## config.mk

```make
export PLATFORM = sky130hd
export DESIGN_NAME = spo_ctrl
export DESIGN_NICKNAME = d
export VERILOG_FILES = /design/src/design/spo_pkg.sv /design/src/design/spo_ctrl.sv
export SDC_FILE = /design/constraint.sdc
export NUM_CORES = 1
export LEC_CHECK = 0
export BUFFER_PORTS_ARGS = -buffer_cell sky130_fd_sc_hd__buf_2
export CAP_MARGIN = 20
export CORE_AREA = 2 2 39 41
export DETAILED_ROUTE_END_ITERATION = 8
export DIE_AREA = 0 0 41 43
export SYNTH_ARGS = -nofsm -noshare
export SYNTH_HDL_FRONTEND = slang
export SYNTH_SLANG_ARGS = --single-unit
```

## constraint.sdc

```tcl
create_clock -name i_clk -period 1.3 [get_ports i_clk]
set_input_delay 0.26 -clock i_clk [delete_from_list [all_inputs] [get_ports i_clk]]
set_output_delay 0.26 -clock i_clk [all_outputs]
set_load 0.05 [all_outputs]
```

## src/design/spo_pkg.sv

```systemverilog
// Package for the slot pool with oldest-first eviction.
// Holds the controller states, datapath operation codes and the command and status structs.
// No dependencies.
`default_nettype none

package spo_pkg;

    localparam int SLOTS_DEFAULT = 512;
    localparam int SLOT_W        = 9;

    typedef enum logic [2:0] {
        S_IDLE,
        S_REL_CHECK,
        S_REL_FREE,
        S_EV_UNLINK,
        S_EV_FREE,
        S_ALLOC_READ,
        S_ALLOC_LINK,
        S_DONE
    } t_state;

    typedef enum logic [2:0] {
        OP_NONE,
        OP_REL_READ,
        OP_EVICT_READ,
        OP_ALLOC_READ,
        OP_UNLINK,
        OP_REFUSE,
        OP_FREE,
        OP_ALLOC_LINK
    } t_op;

    typedef struct packed {
        logic cap;
        t_op  op;
        logic out_load;
    } t_cmd;

    typedef struct packed {
        logic free_empty;
        logic oldest_null;
        logic act;
        logic out_free;
    } t_stat;

endpackage

`default_nettype wire

```

## src/design/spo_ctrl.sv

```systemverilog
// Controller state machine of the slot pool.
// Sequences the link memory reads and writes of each command; uses spo_pkg.
`default_nettype none

module spo_ctrl (
    input  wire logic          i_clk,
    input  wire logic          i_rst_n,
    input  wire logic          i_valid,
    input  wire logic          i_command,
    input  spo_pkg::t_stat     i_stat,
    output logic               o_ready,
    output spo_pkg::t_cmd      o_cmd
);

    spo_pkg::t_state r_state;
    spo_pkg::t_state n_state;

    always_ff @(posedge i_clk) begin
        if (!i_rst_n) begin
            r_state <= spo_pkg::S_IDLE;
        end else begin
            r_state <= n_state;
        end
    end

    always_comb begin
        n_state         = r_state;
        o_ready         = 1'b0;
        o_cmd.cap       = 1'b0;
        o_cmd.op        = spo_pkg::OP_NONE;
        o_cmd.out_load  = 1'b0;
        case (r_state)
            spo_pkg::S_IDLE: begin
                o_ready = 1'b1;
                if (i_valid) begin
                    o_cmd.cap = 1'b1;
                    if (i_command) begin
                        o_cmd.op = spo_pkg::OP_REL_READ;
                        n_state  = spo_pkg::S_REL_CHECK;
                    end else if (!i_stat.free_empty) begin
                        o_cmd.op = spo_pkg::OP_ALLOC_READ;
                        n_state  = spo_pkg::S_ALLOC_LINK;
                    end else if (!i_stat.oldest_null) begin
                        o_cmd.op = spo_pkg::OP_EVICT_READ;
                        n_state  = spo_pkg::S_EV_UNLINK;
                    end else begin
                        n_state  = spo_pkg::S_DONE;
                    end
                end
            end
            spo_pkg::S_REL_CHECK: begin
                if (i_stat.act) begin
                    o_cmd.op = spo_pkg::OP_UNLINK;
                    n_state  = spo_pkg::S_REL_FREE;
                end else begin
                    o_cmd.op = spo_pkg::OP_REFUSE;
                    n_state  = spo_pkg::S_DONE;
                end
            end
            spo_pkg::S_REL_FREE: begin
                o_cmd.op = spo_pkg::OP_FREE;
                n_state  = spo_pkg::S_DONE;
            end
            spo_pkg::S_EV_UNLINK: begin
                o_cmd.op = spo_pkg::OP_UNLINK;
                n_state  = spo_pkg::S_EV_FREE;
            end
            spo_pkg::S_EV_FREE: begin
                o_cmd.op = spo_pkg::OP_FREE;
                n_state  = spo_pkg::S_ALLOC_READ;
            end
            spo_pkg::S_ALLOC_READ: begin
                o_cmd.op = spo_pkg::OP_ALLOC_READ;
                n_state  = spo_pkg::S_ALLOC_LINK;
            end
            spo_pkg::S_ALLOC_LINK: begin
                o_cmd.op = spo_pkg::OP_ALLOC_LINK;
                n_state  = spo_pkg::S_DONE;
            end
            spo_pkg::S_DONE: begin
                if (i_stat.out_free) begin
                    o_cmd.out_load = 1'b1;
                    n_state        = spo_pkg::S_IDLE;
                end
            end
            default: begin
                n_state = spo_pkg::S_IDLE;
            end
        endcase
    end

endmodule

`default_nettype wire

```

==> results of run 1 <==
[layer usage]
layer  vias up  GRT usage, %
met2         9         20.31
met3         0         6.283
met4         0         2.000
met5         -             0
met1       185         17.95
li1        215             -
[stage by stage]
step	instance area [um2]	utilization [%]	setup slack [ns]	TNS (ns)
floorplan	379.1	-	-0.07945	-0.2315
global placement	549.3	39.69	-0.09037	-0.3703
detailed placement	549.3	39.69	-0.09259	-0.3476
CTS	636.9	46.02	-0.2496	-1.280
global route	656.9	47.47	-0.2606	-1.538
finish	656.9	47.47	-0.2228	-1.052
[power by group]
| part | total, uW | switching (uW) | internal, uW |
|---|---|---|---|
| Clock | 169 | 53.9 | 115 |
| Combinational | 1130 | 605 | 527 |
| Sequential | 186 | 54.3 | 132 |
| Total | 1490 | 713 | 774 |
[final timing paths]
path	slack, ns	cells after the start	to
worst min register to register	0.70	3	r_state[0]
worst max register to register	-0.07	6	r_state[2]
worst min-delay path	0.27	3	r_state[0]
worst max-delay path	-0.22	4	o_cmd[3]
[critical path: stages (launching register included)]
cell and delay (ns):
dfxtp_2 0.34, or3_4 0.42, clkinv_4 0.08, a21oi_4 0.03, buf_6 0.15
[layout by cell type, fill, tap and decap left out, drive strengths merged]
| master | instances |
|---|---|
| a21oi | 2 |
| a31oi | 3 |
| a32oi | 1 |
| a41oi | 1 |
| buf | 30 |
| clkbuf | 4 |
| clkinv | 1 |
| clkinvlp | 1 |
| dfxtp | 3 |
| inv | 3 |
| nand2 | 4 |
| nand2b | 2 |
| nand3 | 2 |
| nor2 | 3 |
| nor2b | 2 |
| nor3 | 1 |
| o21ai | 4 |
| o22ai | 2 |
| o31ai | 2 |
| or2 | 1 |
| or3 | 1 |
| xnor2 | 1 |
[cells in the mapped netlist]
cell type  count  area (um2)
clkinv_2       1       5.000
buf_2          1       5.000
o21ai_0        3       15.01
o21ai_1        1       5.000
a21oi_1        2       10.01
a32oi_1        1       8.760
dfxtp_1        3       60.06
o22ai_1        2       12.51
nor3_1         1       5.000
buf_6          2       22.52
nand2_1        4       15.01
nor2b_1        2       12.51
inv_1          4       15.01
nor2_1         3       11.26
nand3_1        1       5.000
or3_4          1       11.26
nand3_2        1       10.01
or2_2          1       6.260
nand2b_1       2       12.51
xnor2_1        1       8.760
a31oi_1        3       18.77
o31ai_1        2       15.01
a41oi_1        1       8.760
[logic make-up after synthesis]
family | share of synthesized area [%]
xor+xnor | 2.929
simple gates | 29.70
buf+inv | 15.89
flops | 20.08
compound gates | 31.38
[timing repair]
item	CTS	global route
pin swaps	3	3
setup endpoints to repair	8	9
setup buffers	2	0
gates resized for setup	16	4
[area by class of cell]
class	instances	area (um2)	area share, %
clock buffer	4	26.28	4.000
inverter	5	27.53	4.190
multi-input combinational	32	282.8	43.05
sequential	3	66.31	10.10
tap	16	20.02	3.048
timing repair buffer	30	234.0	35.62
==> run_results.csv, run 1 <==
group,metric,value,unit
sta,fmax,656.7,MHz
routing,drt-vias-per-instance,4.544,
flow_run,max-cap-violations,0,
clock_network,cts_hold_buf,0,
sta,setup_violations,8,
die,std_cell_rows,14,
synthesis,synth.yosys.seq_area_share,20.08,%
global_route,grt_max_degree,8,
synthesis,avgSynthCellArea,6.954,um2
sta,drv_slew,0,
setup_path,critPathKind,"reg -> out",
setup_path,critical_path.startpoint,"r_state[0]",
global_route,grt_usage,13.64,%
final_layout,area_growth,119.7,%
final_layout,fin_cells,90,
clock_network,cts.clk_slew.worst_paths,0.04,ns
final_layout,drive_above_1_share,70.27,%
die,io_pins,14,
clock_network,cts.path.max_buffers,2,
sta,worst-slew-pin-transition,0.2208,ns
routing,highest_layer,"met3",
sta,slew_headroom,85.15,%
setup_path,cp_max_fo,5,
routing,drcViolationCount,0,
synthesis,synth_fp_nets,51,
clock_network,cts_buffers,3,
sta,fin_hold_ws,0.2668,ns
final_layout,diodes,0,
power_and_ir_drop,p_per_area,2264,nW/um2
synthesis,ys_warn_count,0,
routing,num_vias,409,
routing,antenna_left,0,
routing,wl,957,um
power_and_ir_drop,power,1487,uW
die,chipWidth,41,um
clock_network,root_buffer,"clkbuf_4",
sta,fin_skew,0.001888,ns
placement,io_buffers,13,
placement,hpwl,773.6,um
synthesis,synth_area,299.0,um2
sta,finalHoldViolCount,0,
routing,dr.first_iter.drc_count,5,
routing,wl_met2,457,um
setup_path,start_kind,"flop",
final_layout,n_fill_cell,144,
clock_network,insertion_delay,0.24,ns
synthesis,ys_ff_latch,3,
setup_path,cp.required,1.04,ns
clock_network,htree_levels,1,
global_route,grt_pass1_wl,1662,um
clock_network,cts_tree,"yes",
sta,finalCritPeriodShare,117.1,%
power_and_ir_drop,ir_drop,0.0009832,V
routing,dr.pass1.iters,4,
final_layout,regMostFlops,"r_state",
final_layout,nets,83,
sta,grt_setup_unrepaired,"yes",
routing,m1WireLength,454,um
setup_path,reg2reg_from,"r_state[0]",
sta,timing.final.ws_setup,-0.2228,ns
hold_path,hold_class,"in -> reg",
global_route,overflow,0,
hold_path,min_from,"i_rst_n",
placement,dp.cells,84,
synthesis,ys_types,23,
routing,avgRoutedWirePerCell,10.63,um
routing,wl_met3,45,um
global_route,antenna_found_initial,0,
die,die_h,43,um
die,start_util,21.61,%
sta,period_minus_slack,1.523,ns
status,violations,"negative setup slack",
final_layout,largest_reg_flops,3,
power_and_ir_drop,p_leak,0.0002831,uW
setup_path,cp-end-kind,"primary output",
die,die_area,1763,um2
clock_network,cts.sinks,3,
die,coreArea,1384,um2
synthesis,netlist_instances,43,
final_layout,top_regs,"r_state x3",
global_route,grt_pass1_vias,429,
status,status,"finished with violations",
setup_path,worstPathArrival,1.26,ns
placement,gp_congestion,0.7439,
Power figures use the tool's default switching activity.
==> run 2: changes to the inputs <==
==> constraint.sdc (replaced) <==
create_clock -name i_clk -period 1.3 [get_ports i_clk]
set_input_delay 0.065 -clock i_clk [delete_from_list [all_inputs] [get_ports i_clk]]
set_output_delay 0.065 -clock i_clk [all_outputs]
set_load 0.05 [all_outputs]
==> run 2 against run 1 <==
The run still ends with negative setup slack left. Worst setup slack better by 0.20 ns. Total power is 16% lower. Largest power group unchanged. Non-clock buffer count shrank 8. Core utilization decreased by 9.4 points. Via count shrank 6.1%. Clock skew is 0.00064 ns higher.
==> run_results.csv, run 2 (synthesis results as in run 1) <==
group,metric,value,unit
status,status,"finished with violations",
status,violations,"negative setup slack",
sta,setup_violations,2,
sta,drv_slew,0,
routing,wl,917,um
routing,dr.first_iter.drc_count,3,
die,die_h,43,um
placement,place_ws,0.09767,ns
setup_path,worstPathArrival,1.26,ns
die,coreArea,1384,um2
final_layout,final_core_util,38.07,%
setup_path,regToRegSetupSlack,0.03,ns
sta,timing.final.ws_setup,-0.02465,ns
power_and_ir_drop,p_leak,0.0002289,uW
setup_path,cp.required,1.24,ns
final_layout,mostFrequentLayoutCells,"10 x buf_4, 7 x buf_2, 5 x buf_6, 4 x nand2_1",
routing,drt-vias-per-instance,4.683,
die,die_area,1763,um2
placement,dp.cells,74,
final_layout,regMostFlops,"r_state",
global_route,grt_usage,12.40,%
power_and_ir_drop,ir_drop,0.0008279,V
final_layout,nets,75,
sta,fmax,754.9,MHz
global_route,overflow,0,
sta,finalHoldViolCount,0,
die,std_cell_rows,14,
final_layout,n_fill_cell,145,
setup_path,critPathKind,"reg -> out",
routing,num_vias,384,
sta,finalCritPeriodShare,101.9,%
global_route,grt_max_degree,13,
clock_network,cts_buffers,3,
placement,io_buffers,13,
clock_network,root_buffer,"clkbuf_4",
global_route,grt_pass1_vias,367,
flow_run,max-cap-violations,0,
routing,drcViolationCount,0,
final_layout,fin_cells,82,
setup_path,start_kind,"flop",
placement,hpwl,667.3,um
clock_network,cts.clk_slew.worst_paths,0.04,ns
routing,dr.pass1.iters,2,
hold_path,hold_class,"in -> reg",
sta,grt_setup_unrepaired,"yes",
die,io_pins,14,
clock_network,cts.path.max_buffers,2,
final_layout,drive_above_1_share,57.58,%
setup_path,cp-end-kind,"primary output",
final_layout,area_growth,76.15,%
sta,slew_headroom,83.96,%
global_route,antenna_found_initial,0,
sta,fin_skew,0.002532,ns
final_layout,largest_reg_flops,3,
clock_network,insertion_delay,0.23,ns
clock_network,cts_hold_buf,0,
clock_network,htree_levels,1,
power_and_ir_drop,p_per_area,2371,nW/um2
clock_network,cts_tree,"yes",
die,start_util,21.61,%
final_layout,multiInputGateArea,225.2,um2
routing,avgRoutedWirePerCell,11.18,um
setup_path,cp_max_fo,5,
placement,gp_congestion,0.7629,
final_layout,top_regs,"r_state x3",
die,chipWidth,41,um
sta,period_minus_slack,1.325,ns
sta,worst-slew-pin-transition,0.2385,ns
final_layout,diodes,0,
final_layout,register_area,65.06,um2
final_layout,mostFrequentLayoutCell,"buf_4",
global_route,grt_pass1_wl,1483,um
routing,antenna_left,0,
clock_network,cts.sinks,3,
-- run 2: area by class of cell --
| type | count | share of cell area, % |
|---|---|---|
| Inverter | 5 | 4.513 |
| Clock buffer | 4 | 4.988 |
| Timing Repair Buffer | 22 | 31.59 |
| Tap cell | 16 | 3.800 |
| Multi-Input combinational cell | 32 | 42.76 |
| Sequential cell | 3 | 12.35 |
-- run 2: metal layers --
metal	up-vias	part of all wire (%)	global-route usage [%]
li1	197	-	-
met4	0	0.87	10.00
met3	2	3.5	1.571
met5	-	0	0
met1	177	50	16.83
met2	8	46	16.56
-- run 2: report_power, final --
part / total (uW) / switching (uW) / internal [uW]
sequential: 162 / 33.6 / 129
combinational: 923 / 536 / 386
clock: 164 / 49.0 / 115
-- run 2: worst paths after layout --
kind                            depth (start not counted)         end       start
worst max-delay path                                    3    o_cmd[4]  r_state[0]
worst min-delay path                                    3  r_state[0]     i_rst_n
worst max register to register                          4  r_state[0]  r_state[0]
worst min register to register                          3  r_state[0]  r_state[0]
-- run 2: timing repair --
| item | in CTS | in global routing |
|---|---|---|
| setup endpoints to repair | 5 | 7 |
| cloned | 0 | 0 |
| pin swaps | 1 | 0 |
| resized for setup | 12 | 6 |
| buffers inserted | 3 | 1 |
-- run 2: through the flow --
step	hold slack, ns	power (uW)	area [um2]	TNS, ns
global route	0.08138	1332	526.8	-0.1549
floorplan	0.1940	752.1	327.8	-0.1034
global placement	0.3224	894.1	422.9	0
finish	0.08083	1249	526.8	-0.04003
detailed placement	0.3330	895.2	422.9	0
CTS	0.07374	1208	504.2	-0.04694
-- run 2: worst max-delay path, stage by stage, from the launching register on --
cell     delay, ns
dfxtp_4       0.35
or3_4         0.41
nor2_4        0.11
buf_6         0.16
